===== config.mk =====
export PLATFORM = sky130hd
export DESIGN_NAME = fla_ctrl
export DESIGN_NICKNAME = d
export VERILOG_FILES = /design/src/sv/fla_pkg.sv /design/src/sv/fla_ctrl.sv
export SDC_FILE = /design/constraint.sdc
export NUM_CORES = 1
export LEC_CHECK = 0
export ABC_AREA = 1
export BUFFER_PORTS_ARGS = -buffer_cell sky130_fd_sc_hd__buf_4
export CORE_MARGIN = 4
export CORE_UTILIZATION = 51
export CTS_BUF_LIST = sky130_fd_sc_hd__clkbuf_16
export DETAILED_ROUTE_END_ITERATION = 6
export PLACE_DENSITY = 0.83
export SLEW_MARGIN = 30
export SYNTH_ARGS = -nofsm -noshare
export SYNTH_HDL_FRONTEND = slang
export SYNTH_SLANG_ARGS = --single-unit

===== constraint.sdc =====
create_clock -name clk -period 1.89 [get_ports clk]
set_clock_uncertainty 0.05 [all_clocks]
set_input_delay 0.567 -clock clk [delete_from_list [all_inputs] [get_ports clk]]
set_output_delay 0.567 -clock clk [all_outputs]
set_load 0.02 [all_outputs]

===== src/sv/fla_pkg.sv =====
// shared constants, codes and types of the free-list heap allocator
package fla_pkg;

  localparam int HEAP_UNITS_DEF = 4096;
  localparam int UNIT_BYTES_DEF = 8;

  localparam int BYTES_W     = 16;
  localparam int FA_W        = 12;
  localparam int ADDR_W      = 12;
  localparam int STATUS_W    = 2;
  localparam int CFG_W       = 13;
  localparam int SIZE_W      = 17;
  localparam int UNITS_W     = 17;
  localparam int CMP_W       = 18;
  localparam int IN_TDATA_W  = 32;
  localparam int OUT_TDATA_W = 16;

  localparam logic [CFG_W-1:0] MIN_GROW_RST = 13'd1024;

  localparam logic OPC_ALLOC = 1'b0;
  localparam logic OPC_FREE  = 1'b1;

  typedef enum logic [STATUS_W-1:0] {
    ST_ALLOC = 2'd0,
    ST_OOS   = 2'd1,
    ST_FREED = 2'd2
  } status_t;

  typedef enum logic [3:0] {
    S_IDLE, S_SETUP, S_UNITS, S_A_FIRST, S_A_NEXT, S_A_CHK, S_A_MOD, S_A_RET2,
    S_F_CHK, S_R_BEGIN, S_R_CHK, S_R_RDBP, S_R_UPPER, S_R_LOWER, S_R_END, S_DONE
  } state_t;

  typedef enum logic [4:0] {
    OP_NONE, OP_LOAD, OP_SETUP, OP_UNITS,
    OP_A_FIRST, OP_A_NEXT, OP_A_STEP, OP_A_EXACT, OP_A_SPLIT, OP_A_MOD,
    OP_A_TAIL, OP_A_GROW, OP_A_FAIL, OP_A_RET, OP_A_RET2,
    OP_R_BEGIN, OP_R_STEP, OP_R_FOUND, OP_R_RDBP, OP_R_UPPER, OP_R_LOWER,
    OP_FREED, OP_OUT
  } dp_op_t;

  typedef struct packed {
    logic is_free;
    logic fit;
    logic exact;
    logic at_rover;
    logic grow_fail;
    logic a_over;
    logic r_over;
    logic mod_big;
    logic free_skip;
    logic found;
  } dp_stat_t;

endpackage


===== src/sv/fla_ctrl.sv =====
// sequencer for allocate and free requests over the header memory
module fla_ctrl
  import fla_pkg::*;
(
  input  logic     clk,
  input  logic     rst_n,
  input  logic     in_tvalid,
  output logic     in_tready,
  output logic     out_tvalid,
  input  logic     out_tready,
  input  dp_stat_t stat,
  output dp_op_t   op
);

  state_t state_r, state_nxt;
  logic   grow_r, grow_nxt;
  logic   out_valid_r, out_valid_nxt;

  always_ff @(posedge clk) begin
    if (!rst_n) begin
      state_r     <= S_IDLE;
      grow_r      <= 1'b0;
      out_valid_r <= 1'b0;
    end else begin
      state_r     <= state_nxt;
      grow_r      <= grow_nxt;
      out_valid_r <= out_valid_nxt;
    end
  end

  always_comb begin
    state_nxt     = state_r;
    grow_nxt      = grow_r;
    out_valid_nxt = out_valid_r && !out_tready;
    op            = OP_NONE;
    in_tready     = 1'b0;
    unique case (state_r)
      S_IDLE: begin
        in_tready = 1'b1;
        if (in_tvalid) begin
          op        = OP_LOAD;
          grow_nxt  = 1'b0;
          state_nxt = S_SETUP;
        end
      end
      S_SETUP: begin
        op        = OP_SETUP;
        state_nxt = stat.is_free ? S_F_CHK : S_UNITS;
      end
      S_UNITS: begin
        op        = OP_UNITS;
        state_nxt = S_A_FIRST;
      end
      S_A_FIRST: begin
        op        = OP_A_FIRST;
        state_nxt = S_A_NEXT;
      end
      S_A_NEXT: begin
        op        = OP_A_NEXT;
        state_nxt = S_A_CHK;
      end
      S_A_CHK: begin
        if (stat.fit) begin
          op        = stat.exact ? OP_A_EXACT : OP_A_SPLIT;
          state_nxt = stat.exact ? S_DONE : S_A_MOD;
        end else if (stat.at_rover) begin
          // wrapped round the whole list: grow the arena or give up
          if (stat.grow_fail) begin
            op        = OP_A_FAIL;
            state_nxt = S_DONE;
          end else begin
            op        = OP_A_GROW;
            grow_nxt  = 1'b1;
            state_nxt = S_R_BEGIN;
          end
        end else if (stat.a_over) begin
          op        = OP_A_FAIL;
          state_nxt = S_DONE;
        end else begin
          op = OP_A_STEP;
        end
      end
      S_A_MOD: begin
        if (stat.mod_big) begin
          op = OP_A_MOD;
        end else begin
          op        = OP_A_TAIL;
          state_nxt = S_DONE;
        end
      end
      S_A_RET2: begin
        if (stat.a_over) begin
          op        = OP_A_FAIL;
          state_nxt = S_DONE;
        end else begin
          op        = OP_A_RET2;
          state_nxt = S_A_CHK;
        end
      end
      S_F_CHK: begin
        if (stat.free_skip) begin
          op        = OP_FREED;
          state_nxt = S_DONE;
        end else begin
          state_nxt = S_R_BEGIN;
        end
      end
      S_R_BEGIN: begin
        op        = OP_R_BEGIN;
        state_nxt = S_R_CHK;
      end
      S_R_CHK: begin
        if (stat.found) begin
          op        = OP_R_FOUND;
          state_nxt = S_R_RDBP;
        end else if (stat.r_over) begin
          state_nxt = S_R_END;
        end else begin
          op = OP_R_STEP;
        end
      end
      S_R_RDBP: begin
        op        = OP_R_RDBP;
        state_nxt = S_R_UPPER;
      end
      S_R_UPPER: begin
        op        = OP_R_UPPER;
        state_nxt = S_R_LOWER;
      end
      S_R_LOWER: begin
        op        = OP_R_LOWER;
        state_nxt = S_R_END;
      end
      S_R_END: begin
        // a release started by arena growth resumes the search at the rover
        if (grow_r) begin
          op        = OP_A_RET;
          grow_nxt  = 1'b0;
          state_nxt = S_A_RET2;
        end else begin
          op        = OP_FREED;
          state_nxt = S_DONE;
        end
      end
      S_DONE: begin
        if (!out_valid_r || out_tready) begin
          op            = OP_OUT;
          out_valid_nxt = 1'b1;
          state_nxt     = S_IDLE;
        end
      end
      default: state_nxt = S_IDLE;
    endcase
  end

  assign out_tvalid = out_valid_r;

endmodule


==> out/results.tsv, run 1 <==
stage	metric	value	unit
synth	ys_warn_count	0	
placed_design	place_congestion	0.943	
placed_design	port-buffer-count	20	
synth	synth_area_leaders	nand2_1, dfxtp_1, nor2_1	
clock_tree	h-tree-depth	1	
clock_tree	cts_setup_buffers	2	
synth	ys_async_sr_fraction	0	
synth	netlist_top_cells_count	nand2_1, nor2_1, inv_1, a21oi_1, nand3_1	
floorplan	chipHeight	46.8	µm
synth	synth.most_common_cell	nand2_1	
synth	synth_edf_count	0	
clock_tree	cts_hold_buf	0	
clock_tree	ctsLongestPathBuffers	2	
clock_tree	numCtsBuffers	3	
synth	synth_seq_area_share	0.156	
synth	synth_ff_type	dfxtp_1	
floorplan	start_util	0.562	
run_status	status	did not finish	
clock_tree	numClockSinks	6	
synth	synth_cell_types	25	
run_status	haltStage	clock tree synthesis (4_1_cts)	
synth	yosysTopAreaCell	nand2_1	
synth	synth_top_area_share	0.186	
floorplan	rows	13	
synth	synth-seq-cells	6	
placed_design	placed_area	1170	µm²
synth	syn_nets	160	
synth	syn_inst	146	
run_status	error_message	[ERROR DPL-0038] Utilization greater than 100%, impossible to legalize	
clock_tree	post_cts_resized	62	
floorplan	top_level_ports	21	
synth	avgSynthCellArea	5.26	µm²
placed_design	dp_cells	212	
placed_design	hpwl	2520	µm
clock_tree	root_buffer	clkbuf_16	
synth	netlist_area	768	µm²
floorplan	die_w	46.8	µm
[kinds of logic after synthesis]
logic type	after synthesis	share of synthesized area
DFF	6	0.156
AOI/OAI and AO/OA	20	0.147
and+or+nand+nor	96	0.578
buffers and inverters	24	0.119
[stage by stage]
step	setup WS (ns)	hold WS, ns	utilization	TNS (ns)
floorplan	0.0419	0.413	-	0
detailed placement	-0.126	0.457	0.856	-0.454
global placement	-0.0909	0.440	0.856	-0.324
==> inputs of run 2 (changes only) <==
- CORE_AREA: default -> 4 4 65 67
- CORE_MARGIN: 4 -> default
- CORE_UTILIZATION: 51 -> default
- CTS_BUF_LIST: sky130_fd_sc_hd__clkbuf_16 -> default
- DIE_AREA: default -> 0 0 69 71
- PLACE_DENSITY: 0.83 -> default
- PLACE_DENSITY_LB_ADDON: default -> 0.15
==> run 2 against run 1 <==
Net effect: the flow now finishes, with violations (negative setup slack); area after synthesis is the same; synthesized cell count is the same.
==> out/results.tsv, run 2 <==
stage	metric	value	unit	change
synth	yosysTopAreaCell	nand2_1		
clock_tree	clk_latency	0.21	ns	
timing	hold_ws	0.476	ns	
detailed_routing	detail_route.iter0.violations	46		
power_and_ir_drop	p_per_area	1300	nW/µm²	
power_and_ir_drop	power.switching	947	µW	
timing	slew_violations	0		
synth	synth_ff_type	dfxtp_1		
global_routing	grt_pass1_wl	5190	µm	
timing	tightest_slew	0.232	ns	
synth	synth_seq_area_share	0.156		unchanged
clock_tree	ctsLongestPathBuffers	2		unchanged
floorplan	die_w	69	µm	+47%
timing	max_freq	484	MHz	
worst_setup_path	startpoint_type	flip-flop		
synth	synth_cell_types	25		unchanged
timing	rsz0062_at_grt	true		
floorplan	dieArea	4900	µm²	
clock_tree	tritoncts	done		
finish	largest_register_ffs	4		
worst_setup_path	crit_fanout	4		
floorplan	fp.coreArea	3630	µm²	
detailed_routing	wl	3060	µm	
detailed_routing	first_pass_iters	4		
floorplan	chipHeight	71	µm	+52%
finish	antennaDiodeCount	0		
power_and_ir_drop	power.internal	1120	µW	
timing	setup_ws	-0.177	ns	
finish	areaGrowthSynthToFinish	106	%	
worst_setup_path	path_cells	buf_8 > inv_4 > nor2_4 > nand2_1 > nand2_1 > nor3_1 > o211ai_1 > buf_4		
worst_setup_path	critical_path_class	flip-flop to primary output		
finish	drive_above_1_share	0.566		
timing	fin_crit_sh	1.09		
synth	synth.most_common_cell	nand2_1		
detailed_routing	vias	1155		
synth	netlist_area	768	µm²	unchanged
synth	netlist_top_cells_count	nand2_1, nor2_1, inv_1, a21oi_1, nand3_1		
finish	largest-register	state_r		
synth	synth_edf_count	0		unchanged
timing	tns	-0.724	ns	
power_and_ir_drop	peakVddDrop	0.600	mV	
detailed_routing	avgViaCountPerCell	4.44		
clock_tree	numClockSinks	6		unchanged
timing	relSlewSlack	0.845		
finish	layout_commonest_cell	buf_4		
power_and_ir_drop	power_frac_seq	0.124		
placed_design	place_congestion	0.906		-3.9%
timing	min_period	2.07	ns	
clock_tree	root_buffer	clkbuf_8		
synth	avgSynthCellArea	5.26	µm²	unchanged
clock_tree	h-tree-depth	1		unchanged
worst_setup_path	cp.arrival	1.45	ns	
synth	ys_async_sr_fraction	0		unchanged
run	maxCapViolations	0		
timing	setup_viol	5		
floorplan	top_level_ports	21		unchanged
worst_setup_path	slowest_delay	0.35	ns	
detailed_routing	ant_nets	0		
power_and_ir_drop	p_sw_frac	0.459		
worst_setup_path	critPathBufInv	3		
clock_tree	cts_hold_buf	0		unchanged
detailed_routing	wire_per_inst	11.8	µm	
run_status	violations	negative setup slack		
floorplan	start_util	0.211		-0.351
synth	syn_nets	160		unchanged
placed_design	port-buffer-count	20		unchanged
finish	nNetsFinal	228		
detailed_routing	drc	0		
run_status	status	finished with violations		
worst_setup_path	crit_required	1.27	ns	
power_and_ir_drop	p_comb_frac	0.787		
placed_design	hpwl	2420	µm	-4.1%
global_routing	grt_overflow_total	0		
global_routing	antenna_found_initial	0		
worst_setup_path	crit_top_cell	nand2_1		
synth	synth_top_area_share	0.186		unchanged
power_and_ir_drop	leakagePower	0.000797	µW	
synth	ys_warn_count	0		unchanged
synth	synth_area_leaders	nand2_1, dfxtp_1, nor2_1		
min_path	min_path_type	flip-flop to flip-flop		
synth	syn_inst	146		unchanged
power_and_ir_drop	pwr-share-clk	0.089		
global_routing	grt_pass1_vias	1187		
worst_setup_path	endpoint_kind	primary output		
worst_setup_path	cp_top_family	buffers and inverters		
finish	layout_common_cells	buf_4, nand2_1, nor2_1		
timing	hold_viol	0		
floorplan	rows	22		+9
global_routing	grt_max_degree	7		
clock_tree	cts.reportedPaths.clkPinSlew	0.03	ns	
synth	synth-seq-cells	6		unchanged
global_routing	grt_usage	0.126		
worst_setup_path	cp_slowest_cell	dfxtp_4		
clock_tree	numCtsBuffers	3		unchanged
[run 2: cell counts after synthesis]
Identical to the previous run, type by type.
[run 2: timing repair]
| item | in CTS | in global routing |
|---|---|---|
| pin swaps | 22 | 3 |
| setup buffers | 7 | 1 |
| resized for setup | 60 | 10 |
| setup endpoints to repair | 6 | 6 |
[run 2: final cells by class]
cell class	instances	area (µm²)
Fill cell	381	2050
Multi-Input combinational cell	116	723
Inverter	24	96.3
Timing Repair Buffer	63	526
Tap cell	48	60.1
Sequential cell	6	135
Clock buffer	3	41.3
[run 2: path summary, 6_finish.rpt]
| path | startpoint | endpoint | slack, ns | cells past startpoint |
|---|---|---|---|---|
| setup / recovery | state_r[2] | op[2] | -0.18 | 8 |
| hold / removal | state_r[3] | state_r[3] | 0.48 | 2 |
| setup reg to reg | state_r[1] | state_r[3] | 0.17 | 12 |
| hold reg to reg | state_r[3] | state_r[3] | 0.48 | 2 |
[run 2: cells by family after synthesis]
| logic type | Yosys count | share of synthesized area |
|---|---|---|
| DFF | 6 | 0.156 |
| and+or+nand+nor | 96 | 0.578 |
| buffers and inverters | 24 | 0.119 |
| AOI/OAI and AO/OA | 20 | 0.147 |
[run 2: metrics by stage]
stage	area, µm²	worst slack, ns	instances	utilization	power (µW)
4_1_cts	1540	-0.162	259	0.424	2020
6_report	1580	-0.177	260	0.435	2060
5_1_grt	1580	-0.224	260	0.435	2220
2_1_floorplan	768	0.0419	146	-	853
3_3_place_gp	1240	-0.212	249	0.342	1470
3_5_place_dp	1240	-0.229	249	0.342	1450
[run 2: power groups by stage]
| stage | Clock (µW) | Sequential [µW] | Combinational [µW] |
|---|---|---|---|
| after floorplan | 0 | 215 | 638 |
| after global placement | 0 | 210 | 1250 |
| after detailed placement | 0 | 208 | 1250 |
| after CTS | 189 | 254 | 1580 |
| after global routing | 199 | 261 | 1760 |
| final | 184 | 256 | 1620 |
[run 2: tightest hold or removal path, cell delays in order (launching register included)]
cell     delay, ns
dfxtp_4       0.36
nand2_1       0.07
a21oi_1       0.06
[run 2: layer usage]
layer / vias to the layer above / track usage / share of wire
li1: 600 / - / -
met1: 526 / 0.166 / 0.46
met2: 27 / 0.220 / 0.50
met3: 2 / 0.0114 / 0.039
met4: 0 / 0.0325 / 0.0069
met5: - / 0 / 0
Power figures use the tool's default switching activity.
==> inputs of run 3 (changes only) <==
- BUFFER_PORTS_ARGS: -buffer_cell sky130_fd_sc_hd__buf_4 -> default
- DONT_BUFFER_PORTS: default -> 1
- GPL_TIMING_DRIVEN: default -> 0
- SLEW_MARGIN: 30 -> 20
==> run 3 against run 2 <==
Net effect: the run still ends with negative setup slack left; sequential cell count unchanged; power is 27% lower; final cell count shrank 20%; hold slack got worse by 0.067 ns; design area down 27%; critical path type unchanged.
==> out/results.tsv, run 3 (synthesis gave the netlist of run 2 again) <==
stage	metric	value	unit	change
floorplan	start_util	0.211		unchanged
worst_setup_path	r2r_slack	0.41	ns	+0.24 ns
detailed_routing	first_pass_iters	4		unchanged
power_and_ir_drop	peakVddDrop	0.548	mV	-8.7%
timing	setup_ws	-0.192	ns	-0.0155 ns
power_and_ir_drop	leakagePower	0.000536	µW	-33%
finish	post-route-cell-area	1160	µm²	-27%
floorplan	rows	22		unchanged
finish	drive_above_1_share	0.419		-0.147
timing	relSlewSlack	0.628		-0.217
placed_design	hpwl	2040	µm	-15%
floorplan	fp.coreArea	3630	µm²	unchanged
timing	hold_ws	0.409	ns	-0.0665 ns
global_routing	grt_max_degree	10		+3
worst_setup_path	critPathBufInv	1		-2
min_path	min_path_type	input pin to flip-flop		
global_routing	grt_usage	0.113		-0.0133
finish	areaGrowthSynthToFinish	50.7	%	
global_routing	grt_overflow_total	0		unchanged
timing	rsz0062_at_grt	true		
global_routing	grt_pass1_wl	4630	µm	-11%
floorplan	dieArea	4900	µm²	unchanged
placed_design	port-buffer-count	0		-100%
detailed_routing	wire_per_inst	13.7	µm	+16%
finish	largest-register	state_r		
timing	tightest_slew	0.556	ns	+0.324 ns
finish	fin_util	0.319		-0.117
finish	nNetsFinal	176		-23%
global_routing	grt_pass1_vias	964		-19%
floorplan	die_w	69	µm	unchanged
clock_tree	tritoncts	done		
timing	fin_crit_sh	1.10		+0.00818
timing	hold_viol	0		unchanged
worst_setup_path	cp.arrival	1.47	ns	+0.02 ns
finish	layout_common_cells	nand2_1, nor2_1, inv_1		
worst_setup_path	critical_path_class	flip-flop to primary output		
timing	max_freq	480	MHz	-0.74%
run	maxCapViolations	0		unchanged
clock_tree	cts.reportedPaths.clkPinSlew	0.04	ns	about the same
placed_design	placed_area	828	µm²	-33%
timing	setup_viol	4		-1
finish	antennaDiodeCount	0		unchanged
finish	n_fill_cell	413		+8.4%
worst_setup_path	endpoint_kind	primary output		
worst_setup_path	cp_top_family	compound AO/OA/AOI/OAI gates		
placed_design	place_congestion	0.892		-1.5%
detailed_routing	wl	2850	µm	-6.9%
worst_setup_path	cp_slowest_cell	o211ai_1		
worst_setup_path	crit_required	1.27	ns	about the same
clock_tree	root_buffer	clkbuf_8		
clock_tree	numCtsBuffers	3		unchanged
worst_setup_path	startpoint_type	flip-flop		
power_and_ir_drop	p_per_area	1290	nW/µm²	-0.83%
detailed_routing	avgViaCountPerCell	4.78		+7.7%
worst_setup_path	path_cells	inv_6 > nand2_4 > nor2_4 > nand2_4 > o211ai_1		
detailed_routing	ant_nets	0		unchanged
finish	largest_register_ffs	4		unchanged
detailed_routing	detail_route.iter0.violations	79		+72%
timing	min_period	2.08	ns	+0.0155 ns
detailed_routing	vias	995		-14%
run_status	status	finished with violations		
clock_tree	ctsLongestPathBuffers	2		unchanged
clock_tree	numClockSinks	6		unchanged
finish	layout_commonest_cell	nand2_1		
global_routing	antenna_found_initial	0		unchanged
detailed_routing	drc	0		unchanged
run_status	violations	negative setup slack		
worst_setup_path	crit_fanout	7		+3
timing	slew_violations	0		unchanged
floorplan	chipHeight	71	µm	unchanged
clock_tree	h-tree-depth	1		unchanged
power_and_ir_drop	finalPower	1500	µW	-27%
clock_tree	clk_latency	0.22	ns	about the same
worst_setup_path	crit_top_cell	nand2_4		
floorplan	top_level_ports	21		unchanged
worst_setup_path	slowest_delay	0.48	ns	+0.13 ns
==> run 3: worst register-to-register path: cells and delay by family (launching register included) <==
kind                   cells  cell delay [ns]
buffers and inverters      2             0.27
DFF                        1             0.38
AOI/OAI and AO/OA          1             0.14
and+or+nand+nor            7             0.57
==> run 3: cell type report <==
cell class	instances	area (µm²)	area share
well taps	48	60.1	0.0519
clock buffers	3	41.3	0.0357
flip-flops and latches	6	136	0.118
multi-input cells	116	721	0.623
inverters	24	105	0.0908
repair buffers	11	93.8	0.0811
==> run 3: path summary, 6_finish.rpt <==
check	from	endpoint	depth (start not counted)
max	state_r[1]	op[2]	5
min	rst_n	state_r[0]	2
max reg2reg	state_r[1]	state_r[1]	10
min reg2reg	state_r[3]	state_r[3]	2
==> run 3: layer usage <==
layer | vias to the layer above | part of all wire | GRT usage | wire (µm)
met5 | - | 0 | 0 | 0
met4 | 0 | 0.020 | 0.0260 | 58
met3 | 6 | 0.045 | 0.0170 | 129
met2 | 27 | 0.51 | 0.194 | 1440
met1 | 464 | 0.43 | 0.148 | 1220
li1 | 498 | - | - | -
==> run 3: report_power, final <==
group | switching (µW) | internal [µW]
registers | 114 | 182
clock network | 52.8 | 137
logic | 654 | 357
==> run 3: what timing repair did <==
| item | 4_1_cts | 5_1_grt |
|---|---|---|
| resized for setup | 41 | 19 |
| buffers inserted | 8 | 3 |
| hold buffers | 0 | 0 |
| pin swaps | 8 | 11 |
| endpoints found under the setup margin | 6 | 5 |
| endpoints found under the hold margin | 0 | 0 |
==> run 3: per-stage QoR <==
step	setup TNS, ns	std cells	setup slack, ns
floorplan	0	146	0.0419
global placement	-0.781	194	-0.212
detailed placement	-0.639	194	-0.183
CTS	-0.548	205	-0.170
global route	-0.819	208	-0.235
finish	-0.556	208	-0.192
==> inputs of run 4 (changes only) <==
- SKIP_CTS_REPAIR_TIMING: default -> 1
==> run 4 against run 3 <==
Net effect: the run still ends with negative setup slack left; critical path depth stayed put; via count is 0.80% lower; setup slack improved by 0.0029 ns; highest routed layer unchanged.
==> out/results.tsv, run 4 (synthesis gave the netlist of run 2 again) <==
stage	metric	value	unit	change
run_status	status	finished with violations		
run_status	violations	negative setup slack		
worst_setup_path	startpoint_type	flip-flop		
finish	largest_register_ffs	4		unchanged
power_and_ir_drop	leakagePower	0.000515	µW	-3.8%
floorplan	chipHeight	71	µm	unchanged
worst_setup_path	crit_top_cell	nand2_4		
detailed_routing	wl	2710	µm	-4.9%
worst_setup_path	path_cells	inv_6 > nand2_4 > nor2_4 > nand2_4 > o211ai_1		
detailed_routing	detail_route.iter0.violations	77		-2.5%
timing	min_period	2.08	ns	-0.00289 ns
clock_tree	numCtsBuffers	3		unchanged
placed_design	port-buffer-count	0		unchanged
worst_setup_path	cp_slowest_cell	o211ai_1		
timing	tightest_slew	0.564	ns	+0.00815 ns
clock_tree	tritoncts	done		
global_routing	antenna_found_initial	0		unchanged
finish	nNetsFinal	174		-1.1%
power_and_ir_drop	pwr-share-clk	0.132		+0.006
finish	post-route-cell-area	1080	µm²	-7.0%
worst_setup_path	cp.arrival	1.46	ns	about the same
floorplan	rows	22		unchanged
detailed_routing	wire_per_inst	13.1	µm	-3.9%
detailed_routing	drc	0		unchanged
clock_tree	cts.reportedPaths.clkPinSlew	0.04	ns	about the same
finish	areaGrowthSynthToFinish	40.1	%	
timing	slew_violations	0		unchanged
floorplan	dieArea	4900	µm²	unchanged
timing	relSlewSlack	0.622		-0.00546
clock_tree	root_buffer	clkbuf_8		
clock_tree	clk_latency	0.22	ns	about the same
run	maxCapViolations	0		unchanged
global_routing	grt_pass1_wl	4220	µm	-8.9%
worst_setup_path	endpoint_kind	primary output		
detailed_routing	ant_nets	0		unchanged
clock_tree	numClockSinks	6		unchanged
clock_tree	h-tree-depth	1		unchanged
global_routing	grt_max_degree	10		unchanged
timing	hold_viol	0		unchanged
floorplan	fp.coreArea	3630	µm²	unchanged
timing	setup_viol	5		+1
finish	antennaDiodeCount	0		unchanged
timing	setup_ws	-0.189	ns	+0.00289 ns
floorplan	start_util	0.211		unchanged
detailed_routing	vias	987		-0.80%
placed_design	pre_cts_ws	-0.183	ns	unchanged
clock_tree	ctsLongestPathBuffers	2		unchanged
floorplan	die_w	69	µm	unchanged
timing	tns	-0.694	ns	-0.138 ns
detailed_routing	avgViaCountPerCell	4.79		+0.16%
worst_setup_path	critPathBufInv	1		unchanged
min_path	min_path_type	input pin to flip-flop		
finish	largest-register	state_r		
finish	drive_above_1_share	0.348		-0.0706
floorplan	top_level_ports	21		unchanged
power_and_ir_drop	peakVddDrop	0.523	mV	-4.4%
worst_setup_path	critical_path_class	flip-flop to primary output		
timing	fin_crit_sh	1.10		-0.00153
power_and_ir_drop	finalPower	1430	µW	-4.4%
timing	hold_ws	0.409	ns	-0.0000350 ns
worst_setup_path	crit_fanout	6		-1
global_routing	grt_usage	0.103		-0.00941
timing	max_freq	481	MHz	+0.14%
timing	rsz0062_at_grt	true		
placed_design	hpwl	2040	µm	unchanged
placed_design	place_congestion	0.892		unchanged
worst_setup_path	slowest_delay	0.49	ns	about the same
power_and_ir_drop	p_sw_frac	0.561		+0.0126
power_and_ir_drop	p_per_area	1330	nW/µm²	+2.8%
global_routing	grt_overflow_total	0		unchanged
power_and_ir_drop	power.internal	628	µW	-7.1%
placed_design	placed_area	828	µm²	unchanged
finish	layout_common_cells	nand2_1, nor2_1, inv_1		
power_and_ir_drop	power_frac_seq	0.207		+0.009
worst_setup_path	crit_required	1.27	ns	about the same
power_and_ir_drop	power.switching	803	µW	-2.2%
finish	n_fill_cell	425		+2.9%
global_routing	grt_pass1_vias	880		-8.7%
worst_setup_path	cp_top_family	compound AO/OA/AOI/OAI gates		
finish	layout_commonest_cell	nand2_1		
detailed_routing	first_pass_iters	4		unchanged
power_and_ir_drop	p_comb_frac	0.661		-0.015
-- run 4: cell count changes in the layout (fill, tap and decap cells not counted), sizes merged --
cell / delta
buf: -2
-- run 4: power groups by stage --
stage / sequential [µW] / clock [µW] / combinational, µW
after global placement: 240 / 0 / 788
after floorplan: 215 / 0 / 638
after global routing: 306 / 203 / 1030
final: 296 / 189 / 946
after detailed placement: 235 / 0 / 778
after CTS: 233 / 196 / 782
-- run 4: worst paths after layout --
path | startpoint | endpoint | slack [ns] | cells past startpoint
setup / recovery | state_r[1] | op[2] | -0.19 | 5
hold / removal | rst_n | state_r[0] | 0.41 | 2
setup reg to reg | state_r[1] | state_r[1] | 0.40 | 9
hold reg to reg | grow_r | grow_r | 0.47 | 2
-- run 4: layout make-up --
type,instances,area (µm²),area share
multi-input combinational,116,663,0.616
sequential,6,136,0.127
inverter,24,100,0.0930
timing repair buffer,9,75.1,0.0698
tap,48,60.1,0.0558
clock buffer,3,41.3,0.0384
-- run 4: through the flow --
step | utilization | cells
2_1_floorplan | - | 146
6_report | 0.296 | 206
4_1_cts | 0.239 | 197
3_3_place_gp | 0.228 | 194
5_1_grt | 0.296 | 206
3_5_place_dp | 0.228 | 194
-- run 4: metal layers --
metal / wire [µm] / global-route usage / part of all wire
met4: 7 / 0.0217 / 0.0026
met3: 166 / 0.0170 / 0.061
met5: 0 / 0 / 0
met2: 1330 / 0.171 / 0.49
met1: 1200 / 0.141 / 0.44
-- run 4: worst register-to-register path: stages, from the launching register on --
cell and delay [ns]:
dfxtp_4 0.41, inv_6 0.06, nor2_4 0.20, buf_4 0.15, nand2_2 0.06, nor2_2 0.14, inv_2 0.06, nand2_4 0.08
nand2_1 0.06, a21oi_1 0.14
